===== src/plist_pkg.sv =====
// ----------------------------------------------------------------------------
// plist_pkg: shared types and codes for the positional list store
// Capacity, request and status codes, cell operations and the row control
// bundle that drives the chain of storage cells.
// ----------------------------------------------------------------------------
`default_nettype none

package plist_pkg;

    localparam int CAPACITY = 16;
    localparam int IDX_W    = $clog2(CAPACITY);
    localparam int CNT_W    = $clog2(CAPACITY + 1);
    localparam int DATA_W   = 32;

    localparam int REQ_W   = 3;
    localparam int POS_W   = 4;
    localparam int STAT_W  = 2;
    localparam int OCNT_W  = 5;

    // request codes
    localparam logic [REQ_W-1:0] REQ_APPEND = 3'd0;
    localparam logic [REQ_W-1:0] REQ_INSERT = 3'd1;
    localparam logic [REQ_W-1:0] REQ_DELETE = 3'd2;
    localparam logic [REQ_W-1:0] REQ_MOVE   = 3'd3;
    localparam logic [REQ_W-1:0] REQ_READ   = 3'd4;

    // status codes
    localparam logic [STAT_W-1:0] ST_OK      = 2'd0;
    localparam logic [STAT_W-1:0] ST_RANGE   = 2'd1;
    localparam logic [STAT_W-1:0] ST_FULL    = 2'd2;
    localparam logic [STAT_W-1:0] ST_MISSING = 2'd3;

    // cell operations
    typedef logic [1:0] cell_op_t;
    localparam cell_op_t OP_HOLD       = 2'd0;
    localparam cell_op_t OP_LOAD       = 2'd1;
    localparam cell_op_t OP_FROM_LEFT  = 2'd2;  // take the neighbor nearer the head
    localparam cell_op_t OP_FROM_RIGHT = 2'd3;  // take the neighbor nearer the tail

    typedef logic [DATA_W-1:0] data_t;

    typedef struct packed {
        cell_op_t [CAPACITY-1:0] op;
        data_t                   load_value;
        data_t                   key;
    } row_ctl_t;

endpackage

`default_nettype wire


===== src/plist_cell.sv =====
// ----------------------------------------------------------------------------
// plist_cell: one storage cell of the list
// Holds one entry, loads a new value or takes a neighbor's entry on command,
// and flags whether its entry equals the search key.
// ----------------------------------------------------------------------------
`default_nettype none

module plist_cell (
    input  wire                       clk,
    input  wire plist_pkg::cell_op_t  op,
    input  wire plist_pkg::data_t     load_value,
    input  wire plist_pkg::data_t     left_value,
    input  wire plist_pkg::data_t     right_value,
    input  wire plist_pkg::data_t     key,
    output plist_pkg::data_t          entry,
    output logic                      match
);

    plist_pkg::data_t entry_reg;
    plist_pkg::data_t entry_next;

    always_comb
    begin
        unique case (op)
            plist_pkg::OP_HOLD:       entry_next = entry_reg;
            plist_pkg::OP_LOAD:       entry_next = load_value;
            plist_pkg::OP_FROM_LEFT:  entry_next = left_value;
            plist_pkg::OP_FROM_RIGHT: entry_next = right_value;
            default:                  entry_next = entry_reg;
        endcase
    end

    always_ff @(posedge clk)
    begin
        entry_reg <= entry_next;
    end

    assign entry = entry_reg;
    assign match = (entry_reg == key);

endmodule

`default_nettype wire


===== src/plist_ctrl.sv =====
// ----------------------------------------------------------------------------
// plist_ctrl: request sequencer for the positional list store
// Registers a request, then in the execute cycle decodes it against the
// count and the cell match flags, commands every cell and registers the result.
// ----------------------------------------------------------------------------
`default_nettype none

module plist_ctrl (
    input  wire                                          clk,
    input  wire                                          rst_n,
    input  wire                                          start,
    input  wire  [plist_pkg::REQ_W-1:0]                  req_type,
    input  wire  signed [plist_pkg::DATA_W-1:0]          item_value,
    input  wire  [plist_pkg::POS_W-1:0]                  position,
    input  wire plist_pkg::data_t [plist_pkg::CAPACITY-1:0] entries,
    input  wire  [plist_pkg::CAPACITY-1:0]               hits,
    output plist_pkg::row_ctl_t                          row_ctl,
    output logic                                         busy,
    output logic                                         done,
    output logic [plist_pkg::STAT_W-1:0]                 status,
    output logic signed [plist_pkg::DATA_W-1:0]          read_value,
    output logic [plist_pkg::OCNT_W-1:0]                 entry_count
);

    localparam logic S_IDLE = 1'b0;
    localparam logic S_EXEC = 1'b1;

    logic                              state_reg;
    logic                              done_reg;
    logic [plist_pkg::CNT_W-1:0]       count_reg;
    logic [plist_pkg::CNT_W-1:0]       count_next;
    logic [plist_pkg::REQ_W-1:0]       kind_reg;
    plist_pkg::data_t                  value_reg;
    logic [plist_pkg::POS_W-1:0]       pos_reg;
    logic [plist_pkg::STAT_W-1:0]      status_reg;
    logic [plist_pkg::STAT_W-1:0]      status_next;
    plist_pkg::data_t                  read_reg;
    plist_pkg::data_t                  read_next;

    logic                              accept;
    logic [plist_pkg::CNT_W-1:0]       posx;
    logic [plist_pkg::CAPACITY-1:0]    live_match;
    logic                              found;
    logic [plist_pkg::CNT_W-1:0]       at;
    plist_pkg::cell_op_t [plist_pkg::CAPACITY-1:0] ops;

    assign accept = start && (state_reg == S_IDLE);
    assign posx   = plist_pkg::CNT_W'(pos_reg);

    // first match from the head among the occupied cells
    always_comb
    begin
        found = 1'b0;
        at    = '0;
        for (int i = 0; i < plist_pkg::CAPACITY; i++)
        begin
            live_match[i] = hits[i] && (plist_pkg::CNT_W'(i) < count_reg);
        end
        for (int i = plist_pkg::CAPACITY - 1; i >= 0; i--)
        begin
            if (live_match[i])
            begin
                found = 1'b1;
                at    = plist_pkg::CNT_W'(i);
            end
        end
    end

    always_comb
    begin
        status_next = plist_pkg::ST_OK;
        read_next   = '0;
        count_next  = count_reg;
        for (int i = 0; i < plist_pkg::CAPACITY; i++)
        begin
            ops[i] = plist_pkg::OP_HOLD;
        end

        if (state_reg == S_EXEC)
        begin
            unique case (kind_reg)
                plist_pkg::REQ_APPEND:
                begin
                    if (count_reg >= plist_pkg::CNT_W'(plist_pkg::CAPACITY))
                    begin
                        status_next = plist_pkg::ST_FULL;
                    end
                    else
                    begin
                        for (int i = 0; i < plist_pkg::CAPACITY; i++)
                        begin
                            if (plist_pkg::CNT_W'(i) == count_reg)
                            begin
                                ops[i] = plist_pkg::OP_LOAD;
                            end
                        end
                        count_next = count_reg + 1'b1;
                    end
                end
                plist_pkg::REQ_INSERT:
                begin
                    if (posx >= count_reg)
                    begin
                        status_next = plist_pkg::ST_RANGE;
                    end
                    else if (count_reg >= plist_pkg::CNT_W'(plist_pkg::CAPACITY))
                    begin
                        status_next = plist_pkg::ST_FULL;
                    end
                    else
                    begin
                        for (int i = 0; i < plist_pkg::CAPACITY; i++)
                        begin
                            if (plist_pkg::CNT_W'(i) == posx)
                            begin
                                ops[i] = plist_pkg::OP_LOAD;
                            end
                            else if (plist_pkg::CNT_W'(i) > posx &&
                                     plist_pkg::CNT_W'(i) <= count_reg)
                            begin
                                ops[i] = plist_pkg::OP_FROM_LEFT;
                            end
                        end
                        count_next = count_reg + 1'b1;
                    end
                end
                plist_pkg::REQ_DELETE:
                begin
                    if (posx >= count_reg)
                    begin
                        status_next = plist_pkg::ST_RANGE;
                    end
                    else
                    begin
                        for (int i = 0; i < plist_pkg::CAPACITY; i++)
                        begin
                            if (plist_pkg::CNT_W'(i) >= posx &&
                                plist_pkg::CNT_W'(i + 1) < count_reg)
                            begin
                                ops[i] = plist_pkg::OP_FROM_RIGHT;
                            end
                        end
                        count_next = count_reg - 1'b1;
                    end
                end
                plist_pkg::REQ_MOVE:
                begin
                    if (!found)
                    begin
                        status_next = plist_pkg::ST_MISSING;
                    end
                    else if (posx > count_reg - 1'b1)
                    begin
                        status_next = plist_pkg::ST_RANGE;
                    end
                    else
                    begin
                        // remove at the match and reinsert at the target in one shift
                        for (int i = 0; i < plist_pkg::CAPACITY; i++)
                        begin
                            if (plist_pkg::CNT_W'(i) == posx)
                            begin
                                ops[i] = plist_pkg::OP_LOAD;
                            end
                            else if (posx < at && plist_pkg::CNT_W'(i) > posx &&
                                     plist_pkg::CNT_W'(i) <= at)
                            begin
                                ops[i] = plist_pkg::OP_FROM_LEFT;
                            end
                            else if (posx > at && plist_pkg::CNT_W'(i) >= at &&
                                     plist_pkg::CNT_W'(i) < posx)
                            begin
                                ops[i] = plist_pkg::OP_FROM_RIGHT;
                            end
                        end
                    end
                end
                plist_pkg::REQ_READ:
                begin
                    if (posx >= count_reg)
                    begin
                        status_next = plist_pkg::ST_RANGE;
                    end
                    else
                    begin
                        read_next = entries[plist_pkg::IDX_W'(pos_reg)];
                    end
                end
                default:
                begin
                    status_next = plist_pkg::ST_OK;
                end
            endcase
        end
    end

    always_ff @(posedge clk or negedge rst_n)
    begin
        if (!rst_n)
        begin
            state_reg <= S_IDLE;
            done_reg  <= 1'b0;
            count_reg <= '0;
        end
        else
        begin
            done_reg <= 1'b0;
            if (state_reg == S_EXEC)
            begin
                state_reg <= S_IDLE;
                done_reg  <= 1'b1;
                count_reg <= count_next;
            end
            else if (accept)
            begin
                state_reg <= S_EXEC;
            end
        end
    end

    // request and result payload
    always_ff @(posedge clk)
    begin
        if (accept)
        begin
            kind_reg  <= req_type;
            value_reg <= item_value;
            pos_reg   <= position;
        end
        if (state_reg == S_EXEC)
        begin
            status_reg <= status_next;
            read_reg   <= read_next;
        end
    end

    assign row_ctl.op         = ops;
    assign row_ctl.load_value = value_reg;
    assign row_ctl.key        = value_reg;

    assign busy        = (state_reg == S_EXEC);
    assign done        = done_reg;
    assign status      = status_reg;
    assign read_value  = read_reg;
    assign entry_count = plist_pkg::OCNT_W'(count_reg);

endmodule

`default_nettype wire


===== src/positional_list_store_top.sv =====
// ----------------------------------------------------------------------------
// positional_list_store_top: ordered store of signed 32-bit values
// Append, insert, delete, move-by-value and read on a chain of cells.
// ----------------------------------------------------------------------------
// Usage:
//   A request (req_type, item_value, position) is taken at a rising edge
//   where start is high and busy is low. busy is high for the one execute
//   cycle that follows. In that cycle every cell compares its entry with the
//   search key in parallel, the sequencer picks the first match, and all
//   cells shift, load or hold together at its closing edge.
//   The result (status, read_value, entry_count) appears on the following
//   cycle with done high for exactly that one cycle. A new request may be
//   started in the same cycle that done is high.
//   No new request is taken while busy is high, so the cell row executes
//   one request at a time.
//   Reset empties the store (count zero); entry contents are not cleared.
//   The receiver cannot stall: done is high for one cycle only, and status and read_value hold until the next execute.
// ----------------------------------------------------------------------------
`default_nettype none

module positional_list_store_top (
    input  wire                                    clk,
    input  wire                                    rst_n,
    input  wire                                    start,
    input  wire  [plist_pkg::REQ_W-1:0]            req_type,
    input  wire  signed [plist_pkg::DATA_W-1:0]    item_value,
    input  wire  [plist_pkg::POS_W-1:0]            position,
    output logic                                   busy,
    output logic                                   done,
    output logic [plist_pkg::STAT_W-1:0]           status,
    output logic signed [plist_pkg::DATA_W-1:0]    read_value,
    output logic [plist_pkg::OCNT_W-1:0]           entry_count
);

    plist_pkg::row_ctl_t                            row_ctl;
    plist_pkg::data_t [plist_pkg::CAPACITY-1:0]     entries;
    logic [plist_pkg::CAPACITY-1:0]                 hits;

    plist_ctrl u_ctrl (
        .clk         (clk),
        .rst_n       (rst_n),
        .start       (start),
        .req_type    (req_type),
        .item_value  (item_value),
        .position    (position),
        .entries     (entries),
        .hits        (hits),
        .row_ctl     (row_ctl),
        .busy        (busy),
        .done        (done),
        .status      (status),
        .read_value  (read_value),
        .entry_count (entry_count)
    );

    for (genvar i = 0; i < plist_pkg::CAPACITY; i++)
    begin : g_cell
        plist_pkg::data_t left_value;
        plist_pkg::data_t right_value;

        if (i == 0)
        begin : g_head
            assign left_value = '0;
        end
        else
        begin : g_left
            assign left_value = entries[i-1];
        end

        if (i == plist_pkg::CAPACITY - 1)
        begin : g_tail
            assign right_value = '0;
        end
        else
        begin : g_right
            assign right_value = entries[i+1];
        end

        plist_cell u_cell (
            .clk         (clk),
            .op          (row_ctl.op[i]),
            .load_value  (row_ctl.load_value),
            .left_value  (left_value),
            .right_value (right_value),
            .key         (row_ctl.key),
            .entry       (entries[i]),
            .match       (hits[i])
        );
    end

endmodule

`default_nettype wire

===== config.mk =====
export PLATFORM = sky130hd
export DESIGN_NAME = positional_list_store_top
export DESIGN_NICKNAME = d
export VERILOG_FILES = /design/src/plist_pkg.sv /design/src/plist_cell.sv /design/src/plist_ctrl.sv /design/src/positional_list_store_top.sv
export SDC_FILE = /design/constraint.sdc
export NUM_CORES = 2
export LEC_CHECK = 0
export BUFFER_PORTS_ARGS = -buffer_cell sky130_fd_sc_hd__buf_2
export CORE_UTILIZATION = 44
export DETAILED_ROUTE_END_ITERATION = 12
export PLACE_DENSITY = 0.6
export RECOVER_POWER = 100
export SYNTH_ARGS = -nofsm -noshare
export SYNTH_HDL_FRONTEND = slang
export SYNTH_SLANG_ARGS = --single-unit

===== constraint.sdc =====
create_clock -name clk -period 10.72 [get_ports clk]
set_input_delay 1.072 -clock clk [delete_from_list [all_inputs] [get_ports clk]]
set_output_delay 1.072 -clock clk [all_outputs]
set_load 0.02 [all_outputs]

==> impl_metrics.toml <==
[run_status]
outcome = "finished with violations"
failed_checks = "max-capacitance violations, max-slew violations"

[floorplanning]
core_area_um2 = 95010
rows = 113
die_height_um = 311.7
die_area_um2 = 97160
floorplan.initialDensity_pct = 44.42
die_width_um = 311.7
top_level_ports = 83

[timing]
setup_viol = 0
timing_hold_violations_final = 0
setup_tns_ns = 0
clock_skew_ns = 0.04722
final.min_clock_period_ns = 9.555
final_max_slew_viol_count = 511
rsz0062_at_grt = "no"
timing.slew.headroom_pct = -180.7
clock.fmax_mhz = 104.7
period_share_pct = 89.13
final.setup.worst_slack_ns = 1.165
timing_worst_slew_pin_value_ns = 4.211

[clock_tree]
clk_latency_ns = 0.69
cts.repair.resized = 0
htree_levels = 3
num_clock_sinks = 592
tritoncts.num_buffers = 73
cts.reportedPaths.clkPinSlew_ns = 0.06
cts_setup_buffers = 0
tritoncts = "yes"
clockBufferDepth = 3
ctsHoldBuffers = 0
root_buffer = "sky130_fd_sc_hd__clkbuf_16"

[global_routing]
global_route.overflow_total = 0
track_usage_pct = 47.80
antenna_violations_before_repair = 19
global_route_wire_length_before_repair_um = 311500
grt_start_max_net_pins = 94
number_of_global_route_vias_before_repair = 33073

[pwr]
leakagePower_uw = 0.01645
switchingPower_uw = 2249
power_frac_seq_pct = 41.0
p_comb_share_pct = 21.8
power.density_cell_area_nw_per_um2 = 144.4
power_internal_uw = 4383
switching_share_pct = 33.91
power.clock.fraction_pct = 37.2
peakVddDrop_uv = 121.1

[drt]
routed-via-count = 35902
final_antenna_net_count = 0
totalWireLength_um = 236700
drt-pass1-iter-count = 8
drc = 0
detailed_route_iter0_violations = 6041
routedWlPerCell_um = 47.10
drt-vias-per-instance = 7.145

[placed_design]
placed_cells = 4887
port-buffer-count = 82
routability_driven_placement_congestion_ratio = 1.139
detailed_place_hpwl_um = 174000
dpl_worst_slack_ns = 3.157
placed_area_um2 = 43870

[synthesis]
synth_area_per_cell_um2 = 11.33
syn_nets = 3783
synth-seq-area-share_pct = 42.04
syn-cell-area_um2 = 42200
postSynth.asyncResetShare_pct = 1.182
synth_area_leaders = "sky130_fd_sc_hd__edfxtp_1 (42%), sky130_fd_sc_hd__mux2i_1 (14%), sky130_fd_sc_hd__mux4_2 (8.5%)"
synth_area_leader_cell = "sky130_fd_sc_hd__edfxtp_1"
netlist.area_leader.share_pct = 41.62
ys_ff_latch = 592
synthesis.yosys.warnings = 0
edff_count_synth = 585
postSynthCellCount = 3724
synth_top_flop_cell = "sky130_fd_sc_hd__edfxtp_1"
yosys.cell_types.count = 89

[worst_setup_path]
critical-path-max-stage-delay_ns = 2.62
endpoint_arrival_time_on_the_critical_path_ns = 9.73
worstSetupEndpointType = "flop"
cp_cell_sequence = "clkbuf_1 > xor2_1 > nor4_1 > nand4_1 > nor3_1 > nor4_1 > and4_1 > nor2b_1 > inv_1 > ha_1 > a21o_1 > and2_0 > nand2b_1 > nor2_1 > a31oi_1 > a21oi_4 > clkbuf_1"
timing.critical_path.slowest_stage_cell = "sky130_fd_sc_hd__clkbuf_1"
worst-r2r-cell-count = 17
crit_path_max_fanout = 32
worst-setup-path-type = "flop to flop"
worst-path-buf-inv = 3
critical_path.startpoint_type = "flop"
kind_of_cell_with_the_highest_combined_delay_on_the_critical_path = "buffers and inverters"
cp_data_required_time_ns = 10.89
path_depth = 17

[layout]
fin_area_um2 = 45940
mostFrequentLayoutCells = "sky130_fd_sc_hd__mux2i_1 (610), sky130_fd_sc_hd__edfxtp_1 (585), sky130_fd_sc_hd__xor2_1 (285)"
final_net_count = 3756
finalNonFillerCells = 5025
final_common_cell = "sky130_fd_sc_hd__mux2i_1"
flip_flop_count_of_the_largest_register_after_layout = 512
final_layout_size_suffix_gt1_share_pct = 12.70
multi_input_comb_area_um2 = 23000
area_overhead_vs_synth_pct = 8.844
final.fill_count = 8698
final-seq-area_um2 = 17740

[flow_run]
cap_violations = 17

[worst_hold_path]
worstHoldPathType = "input port to asynchronous set/reset pin"
==> final cells by class <==
cell class,count,area share [%]
multi-input cells,2794,50.07
flip-flops and latches,592,38.63
clock buffers,93,4.140
well taps,1265,3.446
repair buffers,192,2.500
clock inverters,34,0.8008
inverters,44,0.3595
diodes,11,0.05992
==> worst paths after layout <==
check                                                   end  slack, ns                        start
max in group asynchronous                       u_ctrl.busy      10.10                        rst_n
worst min register to register  g_cell[15].u_cell.entry[11]       0.66  g_cell[14].u_cell.entry[11]
min in group clk                          u_ctrl.pos_reg[2]       0.56                  position[2]
worst min-delay path                  u_ctrl.entry_count[3]       0.30                        rst_n
worst max register to register   g_cell[4].u_cell.entry[20]       1.17         u_ctrl.value_reg[16]
worst max-delay path             g_cell[4].u_cell.entry[20]       1.17         u_ctrl.value_reg[16]
==> per-layer routing <==
metal / vias up / routed length, µm / global-route usage (%)
li1: 14066 / - / -
met1: 17959 / 87090 / 61.08
met2: 3197 / 100400 / 70.51
met3: 660 / 31430 / 16.04
met4: 20 / 17580 / 27.65
met5: - / 133 / 0
==> cells by family (layout without fill, tap and decap cells) <==
logic type                 Yosys count  count (layout)  synth area share [%]
xor gates and xnor gates           520             520                 10.79
muxes                              802             802                 23.86
adders and majority gates           17              17                0.5040
DFF                                592             592                 42.04
and+or+nand+nor                    948             948                 11.50
buffers and inverters              338             363                 4.091
AOI/OAI and AO/OA                  507             507                 7.213
other                                0              11                     0
==> worst register-to-register path: cells and delay by family, from the launching register on <==
kind                       cells  cell delay, ns
AOI/OAI and AO/OA              3            0.71
xor gates and xnor gates       1            1.05
adders and majority gates      1            0.33
buffers and inverters          3            3.41
DFF                            1            0.84
and+or+nand+nor                9            2.64
==> power by group through the flow <==
stage	sequential [µW]	clock [µW]	combinational [µW]
after floorplan	2710	0	781
after CTS	2710	2460	1390
after global placement	2760	0	1390
after detailed placement	2760	0	1380
final	2720	2470	1450
after global routing	2720	2530	1460
==> synth_stat cells (60+ instances only) <==
| cell type | instances |
|---|---|
| sky130_fd_sc_hd__a21oi_1 | 219 |
| sky130_fd_sc_hd__buf_2 | 125 |
| sky130_fd_sc_hd__buf_4 | 64 |
| sky130_fd_sc_hd__clkbuf_1 | 75 |
| sky130_fd_sc_hd__edfxtp_1 | 585 |
| sky130_fd_sc_hd__mux2i_1 | 610 |
| sky130_fd_sc_hd__mux4_2 | 160 |
| sky130_fd_sc_hd__nand2_1 | 157 |
| sky130_fd_sc_hd__nand3_1 | 83 |
| sky130_fd_sc_hd__nand4_1 | 112 |
| sky130_fd_sc_hd__nor2_1 | 256 |
| sky130_fd_sc_hd__nor3_1 | 60 |
| sky130_fd_sc_hd__nor4_1 | 135 |
| sky130_fd_sc_hd__o21ai_0 | 129 |
| sky130_fd_sc_hd__xnor2_1 | 235 |
| sky130_fd_sc_hd__xor2_1 | 285 |
==> per-stage QoR <==
stage	hold WS [ns]	total power (µW)	util, %
after floorplan	0.5933	3495	-
after global placement	0.6324	4146	46.17
after detailed placement	0.6322	4140	46.17
after CTS	0.2076	6561	48.56
after global routing	0.3310	6711	48.32
final	0.2973	6632	48.35
No activity file was read; power rests on OpenSTA's default activity.
